File: config.mk
export PLATFORM = sky130hd
export DESIGN_NAME = keypad_led_frame_composer_unit
export DESIGN_NICKNAME = d
export VERILOG_FILES = /design/src/rtl/klfc_pkg.sv /design/src/rtl/klfc_front.sv /design/src/rtl/klfc_queue.sv /design/src/rtl/klfc_back.sv /design/src/rtl/keypad_led_frame_composer_unit.sv
export SDC_FILE = /design/constraint.sdc
export NUM_CORES = 1
export LEC_CHECK = 0
export ABC_AREA = 0
export BUFFER_PORTS_ARGS = -buffer_cell sky130_fd_sc_hd__clkbuf_2
export CORE_ASPECT_RATIO = 0.6
export CORE_MARGIN = 8
export CORE_UTILIZATION = 53
export CTS_CLUSTER_DIAMETER = 30
export DETAILED_ROUTE_END_ITERATION = 6
export PLACE_DENSITY = 0.76
export SETUP_SLACK_MARGIN = 0.15
export SYNTH_ARGS = -nofsm -noshare
export SYNTH_HDL_FRONTEND = slang
export SYNTH_SLANG_ARGS = --single-unit
File: constraint.sdc
create_clock -name clk -period 3.2 [get_ports clk]
set_input_delay 0.64 -clock clk [delete_from_list [all_inputs] [get_ports clk]]
set_output_delay 0.64 -clock clk [all_outputs]
set_load 0.05 [all_outputs]
File: src/rtl/klfc_pkg.sv
// ---------------------------------------------------------------------------
// klfc_pkg: shared types and constants for the keypad LED frame composer
// Frame descriptor, base-pixel kinds, mode codes and the pixel color function.
// ---------------------------------------------------------------------------
`default_nettype none

package klfc_pkg;

    localparam int KEY_PIXELS   = 12;
    localparam int BASE_PIXELS  = 9;
    localparam int FRAME_PIXELS = KEY_PIXELS + BASE_PIXELS;
    localparam int QUEUE_DEPTH  = 2;

    localparam int KEY_W = 12;
    localparam int IDX_W = 5;
    localparam int COL_W = 8;

    localparam logic [7:0] SCAN_PERIOD_RESET = 8'd3;
    localparam logic [7:0] SCAN_POS_RESET    = 8'hFB;   // -5
    localparam logic signed [7:0] SCAN_TOP   = 8'sd8;

    localparam logic [7:0] LVL_0x10 = 8'h10;
    localparam logic [7:0] LVL_0x20 = 8'h20;
    localparam logic [7:0] LVL_0x40 = 8'h40;
    localparam logic [7:0] LVL_0x80 = 8'h80;

    typedef enum logic [1:0] {
        MODE_SOLID   = 2'd0,
        MODE_SCANNER = 2'd1,
        MODE_NONE    = 2'd2
    } mode_t;

    // What the nine base pixels currently show
    typedef enum logic [1:0] {
        BASE_BLACK   = 2'd0,
        BASE_RED     = 2'd1,
        BASE_PATTERN = 2'd2
    } base_kind_t;

    typedef enum logic {
        BACK_IDLE = 1'b0,
        BACK_RUN  = 1'b1
    } back_state_t;

    typedef struct packed {
        logic [KEY_W-1:0] keys;
        base_kind_t       kind;
        logic [7:0]       pos;
    } frame_desc_t;

    typedef struct packed {
        logic full;
        logic empty;
    } q_stat_t;

    typedef struct packed {
        logic [COL_W-1:0] green;
        logic [COL_W-1:0] red;
        logic [COL_W-1:0] blue;
    } grb_t;

    function automatic logic [COL_W-1:0] pat_green(input logic [2:0] k);
        logic [COL_W-1:0] v;
        case (k)
            3'd2:    v = LVL_0x10;
            default: v = '0;
        endcase
        return v;
    endfunction

    function automatic logic [COL_W-1:0] pat_blue(input logic [2:0] k);
        logic [COL_W-1:0] v;
        case (k)
            3'd0:    v = LVL_0x10;
            3'd1:    v = LVL_0x20;
            3'd2:    v = LVL_0x40;
            3'd3:    v = LVL_0x20;
            3'd4:    v = LVL_0x10;
            default: v = '0;
        endcase
        return v;
    endfunction

    // Color of pixel idx of a frame
    function automatic grb_t pixel_color(input frame_desc_t d, input logic [IDX_W-1:0] idx);
        grb_t             c;
        logic [IDX_W-1:0] j;
        logic signed [9:0] diff;
        c    = '0;
        j    = idx - IDX_W'(KEY_PIXELS);
        diff = $signed({5'b0, j}) - $signed({{2{d.pos[7]}}, d.pos});
        if (idx < IDX_W'(KEY_PIXELS)) begin
            if (d.keys[idx[3:0]]) begin
                case (idx[1:0])
                    2'd0:    c.red   = LVL_0x80;
                    2'd1:    c.green = LVL_0x80;
                    2'd2:    c.blue  = LVL_0x80;
                    default: begin
                        c.red  = LVL_0x80;
                        c.blue = LVL_0x80;
                    end
                endcase
            end
        end else begin
            case (d.kind)
                BASE_RED:     c.red = LVL_0x40;
                BASE_PATTERN: begin
                    if (diff >= 10'sd0 && diff < 10'sd5) begin
                        c.green = pat_green(diff[2:0]);
                        c.blue  = pat_blue(diff[2:0]);
                    end
                end
                default:      c = '0;
            endcase
        end
        return c;
    endfunction

endpackage

`default_nettype wire

File: src/rtl/klfc_front.sv
// ---------------------------------------------------------------------------
// klfc_front: frame tick intake
// Updates mode, scanner and base state per tick and pushes a frame descriptor.
// ---------------------------------------------------------------------------
`default_nettype none

module klfc_front (
    input  wire logic                          clk,
    input  wire logic                          rst_n,
    input  wire logic                          cfg_valid,
    input  wire logic [7:0]                    cfg_data,
    input  wire logic                          in_valid,
    output logic                               in_stall,
    input  wire logic [klfc_pkg::KEY_W-1:0]    key_matrix,
    input  wire klfc_pkg::q_stat_t             q_stat,
    output logic                               push,
    output klfc_pkg::frame_desc_t              push_desc
);

    logic [7:0]            period_reg;
    klfc_pkg::mode_t       mode_reg, mode_next;
    logic [7:0]            pos_reg, pos_next;
    logic                  up_reg, up_next;
    logic [7:0]            cd_reg, cd_next;
    klfc_pkg::base_kind_t  kind_reg, kind_next;
    logic [7:0]            cd_dec;

    assign in_stall = q_stat.full;
    assign push     = in_valid && !q_stat.full;
    assign cd_dec   = cd_reg - 8'd1;

    always_comb
    begin
        mode_next = mode_reg;
        pos_next  = pos_reg;
        up_next   = up_reg;
        cd_next   = cd_reg;
        kind_next = kind_reg;
        case (mode_reg)
            klfc_pkg::MODE_SCANNER: begin
                cd_next = cd_dec;
                if (cd_dec == 8'd0) begin
                    pos_next  = up_reg ? (pos_reg + 8'd1) : (pos_reg - 8'd1);
                    cd_next   = period_reg;
                    kind_next = klfc_pkg::BASE_PATTERN;
                    if ($signed(pos_next) > klfc_pkg::SCAN_TOP)
                        up_next = 1'b0;
                    else if (pos_next == klfc_pkg::SCAN_POS_RESET)
                        up_next = 1'b1;
                end
            end
            klfc_pkg::MODE_SOLID: kind_next = klfc_pkg::BASE_RED;
            default:              kind_next = klfc_pkg::BASE_BLACK;
        endcase
        // mode keys on row 0, highest column wins
        if (key_matrix[0])
        begin
            up_next   = 1'b1;
            mode_next = klfc_pkg::MODE_SOLID;
        end
        if (key_matrix[1])
            mode_next = klfc_pkg::MODE_SCANNER;
        if (key_matrix[2])
            mode_next = klfc_pkg::MODE_NONE;
    end

    assign push_desc.keys = key_matrix;
    assign push_desc.kind = kind_next;
    assign push_desc.pos  = pos_next;

    always_ff @(posedge clk or negedge rst_n)
    begin
        if (!rst_n)
        begin
            period_reg <= klfc_pkg::SCAN_PERIOD_RESET;
            mode_reg   <= klfc_pkg::MODE_SCANNER;
            pos_reg    <= klfc_pkg::SCAN_POS_RESET;
            up_reg     <= 1'b1;
            cd_reg     <= klfc_pkg::SCAN_PERIOD_RESET;
            kind_reg   <= klfc_pkg::BASE_BLACK;
        end
        else
        begin
            if (cfg_valid)
                period_reg <= cfg_data;
            if (push)
            begin
                mode_reg <= mode_next;
                pos_reg  <= pos_next;
                up_reg   <= up_next;
                cd_reg   <= cd_next;
                kind_reg <= kind_next;
            end
        end
    end

endmodule

`default_nettype wire

File: src/rtl/klfc_queue.sv
// ---------------------------------------------------------------------------
// klfc_queue: frame descriptor queue
// Short FIFO between the intake and the pixel sequencer.
// ---------------------------------------------------------------------------
`default_nettype none

module klfc_queue #(
    parameter int DEPTH = klfc_pkg::QUEUE_DEPTH
) (
    input  wire logic                    clk,
    input  wire logic                    rst_n,
    input  wire logic                    push,
    input  wire klfc_pkg::frame_desc_t   push_desc,
    input  wire logic                    pop,
    output klfc_pkg::frame_desc_t        head_desc,
    output klfc_pkg::q_stat_t            q_stat
);

    localparam int PTR_W = (DEPTH > 1) ? $clog2(DEPTH) : 1;
    localparam int CNT_W = $clog2(DEPTH + 1);

    klfc_pkg::frame_desc_t entries [DEPTH];
    logic [PTR_W-1:0] wr_ptr_reg, rd_ptr_reg;
    logic [CNT_W-1:0] count_reg;
    logic             do_push, do_pop;

    assign q_stat.full  = (count_reg == CNT_W'(DEPTH));
    assign q_stat.empty = (count_reg == '0);
    assign do_push      = push && !q_stat.full;
    assign do_pop       = pop && !q_stat.empty;
    assign head_desc    = entries[rd_ptr_reg];

    always_ff @(posedge clk)
    begin
        if (do_push)
            entries[wr_ptr_reg] <= push_desc;
    end

    always_ff @(posedge clk or negedge rst_n)
    begin
        if (!rst_n)
        begin
            wr_ptr_reg <= '0;
            rd_ptr_reg <= '0;
            count_reg  <= '0;
        end
        else
        begin
            if (do_push)
                wr_ptr_reg <= (wr_ptr_reg == PTR_W'(DEPTH - 1)) ? '0 : wr_ptr_reg + 1'b1;
            if (do_pop)
                rd_ptr_reg <= (rd_ptr_reg == PTR_W'(DEPTH - 1)) ? '0 : rd_ptr_reg + 1'b1;
            if (do_push && !do_pop)
                count_reg <= count_reg + 1'b1;
            else if (do_pop && !do_push)
                count_reg <= count_reg - 1'b1;
        end
    end

endmodule

`default_nettype wire

File: src/rtl/klfc_back.sv
// ---------------------------------------------------------------------------
// klfc_back: pixel sequencer
// Walks one frame descriptor through its 21 pixels into an output register.
// ---------------------------------------------------------------------------
`default_nettype none

module klfc_back (
    input  wire logic                          clk,
    input  wire logic                          rst_n,
    input  wire klfc_pkg::q_stat_t             q_stat,
    input  wire klfc_pkg::frame_desc_t         head_desc,
    output logic                               pop,
    output logic                               out_valid,
    input  wire logic                          out_stall,
    output logic [klfc_pkg::IDX_W-1:0]         pixel_index,
    output logic [klfc_pkg::COL_W-1:0]         green_level,
    output logic [klfc_pkg::COL_W-1:0]         red_level,
    output logic [klfc_pkg::COL_W-1:0]         blue_level,
    output logic                               last_pixel
);

    localparam logic [klfc_pkg::IDX_W-1:0] LAST_IDX =
        klfc_pkg::IDX_W'(klfc_pkg::FRAME_PIXELS - 1);

    klfc_pkg::back_state_t         state_reg, state_next;
    klfc_pkg::frame_desc_t         desc_reg;
    logic [klfc_pkg::IDX_W-1:0]    idx_reg;
    logic                          out_valid_reg;
    logic [klfc_pkg::IDX_W-1:0]    pix_idx_reg;
    klfc_pkg::grb_t                pix_reg;
    logic                          pix_last_reg;
    logic                          load, emit, at_last;

    assign load    = !out_valid_reg || !out_stall;
    assign at_last = (idx_reg == LAST_IDX);

    // next state
    always_comb
    begin
        state_next = state_reg;
        case (state_reg)
            klfc_pkg::BACK_IDLE: begin
                if (!q_stat.empty)
                    state_next = klfc_pkg::BACK_RUN;
            end
            klfc_pkg::BACK_RUN: begin
                if (load && at_last && q_stat.empty)
                    state_next = klfc_pkg::BACK_IDLE;
            end
            default: state_next = klfc_pkg::BACK_IDLE;
        endcase
    end

    // outputs
    always_comb
    begin
        pop  = 1'b0;
        emit = 1'b0;
        case (state_reg)
            klfc_pkg::BACK_IDLE: pop = !q_stat.empty;
            klfc_pkg::BACK_RUN: begin
                emit = load;
                pop  = load && at_last && !q_stat.empty;
            end
            default: begin
                pop  = 1'b0;
                emit = 1'b0;
            end
        endcase
    end

    always_ff @(posedge clk or negedge rst_n)
    begin
        if (!rst_n)
        begin
            state_reg     <= klfc_pkg::BACK_IDLE;
            idx_reg       <= '0;
            out_valid_reg <= 1'b0;
        end
        else
        begin
            state_reg <= state_next;
            if (pop)
                idx_reg <= '0;
            else if (emit)
                idx_reg <= idx_reg + 1'b1;
            if (emit)
                out_valid_reg <= 1'b1;
            else if (load)
                out_valid_reg <= 1'b0;
        end
    end

    always_ff @(posedge clk)
    begin
        if (pop)
            desc_reg <= head_desc;
        if (emit)
        begin
            pix_idx_reg  <= idx_reg;
            pix_reg      <= klfc_pkg::pixel_color(desc_reg, idx_reg);
            pix_last_reg <= at_last;
        end
    end

    assign out_valid   = out_valid_reg;
    assign pixel_index = pix_idx_reg;
    assign green_level = pix_reg.green;
    assign red_level   = pix_reg.red;
    assign blue_level  = pix_reg.blue;
    assign last_pixel  = pix_last_reg;

endmodule

`default_nettype wire

File: src/rtl/keypad_led_frame_composer_unit.sv
// A frame passes the queue entry, the descriptor register and the output
// register. Throughput: one pixel per cycle while out_stall is low, set by
// the pixel sequencer; up to two frame descriptors wait in the queue ahead
// of it. The intake stalls only while that queue is full.
// Reset (rst_n low, asynchronous): scanner mode, position -5, upward,
// countdown 3, scan_period 3, base pixels black, queue and outputs empty.
// ---------------------------------------------------------------------------
// keypad_led_frame_composer_unit: keypad LED frame composer top level
// Turns each key-matrix frame tick into 21 GRB pixel transfers.
// ---------------------------------------------------------------------------
`default_nettype none

module keypad_led_frame_composer_unit #(
    parameter int QUEUE_DEPTH = klfc_pkg::QUEUE_DEPTH
) (
    input  wire logic                          clk,
    input  wire logic                          rst_n,
    // configuration: scan_period
    input  wire logic                          cfg_valid,
    output logic                               cfg_ready,
    input  wire logic [7:0]                    cfg_data,
    // frame tick input
    input  wire logic                          in_valid,
    output logic                               in_stall,
    input  wire logic [klfc_pkg::KEY_W-1:0]    key_matrix,
    // pixel output
    output logic                               out_valid,
    input  wire logic                          out_stall,
    output logic [klfc_pkg::IDX_W-1:0]         pixel_index,
    output logic [klfc_pkg::COL_W-1:0]         green_level,
    output logic [klfc_pkg::COL_W-1:0]         red_level,
    output logic [klfc_pkg::COL_W-1:0]         blue_level,
    output logic                               last_pixel
);

    klfc_pkg::q_stat_t     q_stat;
    klfc_pkg::frame_desc_t push_desc;
    klfc_pkg::frame_desc_t head_desc;
    logic                  push;
    logic                  pop;

    // Register writes are captured at the clock edge; the port never back-pressures.
    assign cfg_ready = 1'b1;

    // Front: applies base mode and scanner step at transfer time, captures
    // keys plus that base picture as a descriptor, then applies mode keys.
    klfc_front u_front (
        .clk        (clk),
        .rst_n      (rst_n),
        .cfg_valid  (cfg_valid),
        .cfg_data   (cfg_data),
        .in_valid   (in_valid),
        .in_stall   (in_stall),
        .key_matrix (key_matrix),
        .q_stat     (q_stat),
        .push       (push),
        .push_desc  (push_desc)
    );

    // Decouples the intake from pixel streaming.
    klfc_queue #(
        .DEPTH (QUEUE_DEPTH)
    ) u_queue (
        .clk       (clk),
        .rst_n     (rst_n),
        .push      (push),
        .push_desc (push_desc),
        .pop       (pop),
        .head_desc (head_desc),
        .q_stat    (q_stat)
    );

    // Back: key pixels 0-11, then base pixels 12-20, one per cycle through
    // a registered output stage held while out_stall is high.
    klfc_back u_back (
        .clk         (clk),
        .rst_n       (rst_n),
        .q_stat      (q_stat),
        .head_desc   (head_desc),
        .pop         (pop),
        .out_valid   (out_valid),
        .out_stall   (out_stall),
        .pixel_index (pixel_index),
        .green_level (green_level),
        .red_level   (red_level),
        .blue_level  (blue_level),
        .last_pixel  (last_pixel)
    );

endmodule

`default_nettype wire

==> results.json <==
{
  "finish.net_count": 511,
  "tritoncts": "yes",
  "layout_worst_path_cycle_share_pct": 88.51,
  "hold_class": "input pin to async pin",
  "hpwlAfterDp_um": 7006,
  "postSynthAreaPerCell_um2": 13.48,
  "cp_slowest_cell": "or3b_2",
  "drv.max_cap_violation_count": 0,
  "grt_pass1_wl_um": 17370,
  "worst_setup_start_kind": "flop",
  "synth_top_area_share_pct": 43.03,
  "crit_type": "flop to flop",
  "grt_pass1_vias": 3465,
  "post-cts-setup-buffers": 0,
  "ys_types": 54,
  "postLayoutCoreUtil_pct": 64.39,
  "final.setup.tns_ns": 0,
  "critPathCaptureType": "flop",
  "setup_violations": 0,
  "clk_pin_slew_ns": 0.05,
  "filler_cell_count": 730,
  "ys_seq_elements": 119,
  "largest_register_ffs": 44,
  "initial_utilization_pct": 55.21,
  "dieWidth_um": 147.7,
  "status": "finished clean",
  "timing.clock.skew_ns": 0.01433,
  "path_cells": "inv_1 -> ha_1 -> or3b_2 -> o31a_1 -> a2111oi_4 -> nand2_2 -> mux2_2",
  "detailedRoute.firstPassIterationCount": 5,
  "synth_area_leaders": "edfxtp_1 (43%), dfrtp_1 (12%), mux2_2 (7.1%), dfstp_2 (6.2%), ha_1 (4.8%)",
  "dpl-instance-area_mm2": 0.005823,
  "postSynth.asyncResetShare_pct": 33.61,
  "reg2regPathDepth": 7,
  "timing.slew.headroom_pct": 29.05,
  "crit_fanout": 12,
  "finalWorstPathRequiredPeriod_ns": 2.832,
  "cts_repair_resizes": 0,
  "synth-edff-count": 79,
  "routed_wire_length_per_instance_um": 17.49,
  "ios": 58,
  "timing.final.hold_violations": 0,
  "post_synth_top_flop": "edfxtp_1",
  "drtIter0Drc": 243,
  "cp_data_required_time_ns": 3.36,
  "total_wire_length_after_detailed_routing_um": 10690,
  "dieArea_mm2": 0.01403,
  "number_of_warnings_issued_by_yosys": 0,
  "grt_setup_unrepaired": "false",
  "global_route.usage.total_pct": 16.13,
  "achievable-frequency_mhz": 353.1,
  "crit_path_max_incr_delay_ns": 0.51,
  "pin_count_of_the_biggest_net_entering_global_routing": 41,
  "initial_antenna_violation_count": 0,
  "n_antenna_cell": 0,
  "vias_per_cell": 5.499,
  "fin_hold_ws_ns": 0.4130,
  "pwr_density_cell_mw_per_mm2": 892.3,
  "netlist.top_cell.by_area": "edfxtp_1",
  "yosysSeqAreaShare_pct": 61.48,
  "gr-total-overflow": 0,
  "worst_ep_arrival_time_ns": 2.99,
  "placeableCoreArea_mm2": 0.009985,
  "routed-via-count": 3360,
  "synthCells": 409,
  "port_buffers": 40,
  "root_buffer": "clkbuf_16",
  "hold_buffers": 0,
  "multi_input_comb_area_mm2": 0.001937,
  "drive_gt1_share_pct": 27.94,
  "skew_pair_late_insertion_delay_ns": 0.41,
  "tritoncts.num_buffers": 17,
  "cts.htree.levels": 4,
  "max_slew.worst_pin.slew_ns": 1.064,
  "p_leak_uw": 0.002562,
  "drc": 0,
  "final-instance-count-excl-fill": 611,
  "detail-route-antenna-nets": 0,
  "cts-root-to-sink-buffers": 2,
  "gpl.final_weighted_congestion": 0.8378,
  "clock_sinks": 119,
  "final_cell_area_mm2": 0.006429,
  "num_rows": 28,
  "syn_to_final_growth_pct": 16.61,
  "chipHeight_um": 95,
  "regArea_mm2": 0.003390,
  "peakVddDrop_uv": 479.6,
  "placed_cells": 579,
  "synth_area_mm2": 0.005513,
  "finalMaxSlewViolations": 0
}
## where the power goes
group          switching, uW  leakage, uW  total, uW  internal [uW]
combinational            880      0.00106       1460            582
clock                    638     0.000297       1950           1310
sequential               262      0.00120       2320           2060
## logic make-up (layout without fill, tap and decap cells)
| kind of cell | count (synthesis) | after routing | share of synthesized area [%] |
|---|---|---|---|
| flops | 119 | 119 | 61.48 |
| simple gates | 89 | 89 | 7.921 |
| compound gates | 68 | 68 | 8.307 |
| buf+inv | 47 | 99 | 4.516 |
| mux | 41 | 41 | 8.965 |
| fa+ha+maj | 23 | 23 | 5.493 |
| xor+xnor | 20 | 20 | 3.178 |
| other cells | 2 | 17 | 0.1362 |
## per-stage QoR
stage / power, uW / setup WS (ns)
after global placement: 3703 / 0.4482
final: 5736 / 0.3676
after detailed placement: 3773 / 0.4009
after global routing: 6016 / 0.2240
after CTS: 5760 / 0.3489
after floorplan: 3407 / 0.4520
## metal layers
layer	vias up	share of wire [%]	global-route usage [%]
li1	1577	-	-
met1	1664	46	20.16
met2	104	46	25.38
met3	15	7.3	6.447
met4	0	1.2	5.401
met5	-	0	0
## synth_stat cells, types with 2 or more instances
library cell  number
edfxtp_1          79
mux2_2            35
nor2_1            32
dfrtp_1           27
ha_1              21
inv_1             19
a21oi_1           18
buf_4             18
o21ai_0           17
nand2_1           16
dfstp_2           13
xnor2_1           12
xor2_1             8
nor3_1             7
o31ai_1            7
a211oi_1           5
nand2b_1           5
nand3_1            5
o21a_1             5
buf_2              4
clkbuf_1           4
nand4_1            4
mux4_2             3
nor2b_1            3
nor3b_1            3
a21boi_0           2
and3_1             2
conb_1             2
fa_1               2
mux2_1             2
nand2_2            2
o21bai_1           2
o41ai_1            2
or2_2              2
or3_1              2
## worst max-delay path, delay by kind of cell (launching register included)
family | cells | cell delay [ns]
buffers and inverters | 1 | 0.10
DFF | 1 | 0.38
AOI/OAI and AO/OA | 2 | 0.74
muxes | 1 | 0.36
and+or+nand+nor | 2 | 0.76
adders and majority gates | 1 | 0.24
## area by class of cell
class	count	area share, %
sequential	119	52.72
multi-input combinational	258	30.13
clock buffer	22	7.065
timing repair buffer	47	3.931
tap	135	2.627
clock inverter	10	2.355
inverter	20	1.168
## final timing paths
path / from / end / slack (ns)
min in group clk: key_matrix[6] / u_queue.entries[0][16] / 0.42
hold / removal: rst_n / u_front.pos_reg[2] / 0.41
hold reg to reg: u_front.cd_reg[7] / u_front.cd_reg[7] / 0.49
setup / recovery: u_front.cd_reg[1] / u_queue.entries[0][7] / 0.37
setup reg to reg: u_front.cd_reg[1] / u_queue.entries[0][7] / 0.37
max in group asynchronous: rst_n / u_back.idx_reg[4] / 2.12
## cell usage in the layout (no fill, tap or decap), types with 3 or more instances in the layout
master     instances
clkbuf_1           4
nand2_1           16
edfxtp_1          79
a211oi_1           5
clkbuf_2          40
clkbuf_16         17
dfstp_2           13
xor2_1             8
dfrtp_1           27
nor3b_1            3
inv_1             19
clkinv_1           3
clkinv_2           3
mux4_2             3
buf_4              7
a21oi_1           17
xnor2_1           12
nand3_1            5
nand4_1            4
conb_1            17
nand2b_1           5
ha_1              21
o31ai_1            7
mux2_2            35
nor2b_1            3
nor3_1             7
o21a_1             5
o21ai_0           17
nor2_1            31
bufinv_16          4
Note: power is estimated with default switching activity, not from simulation.
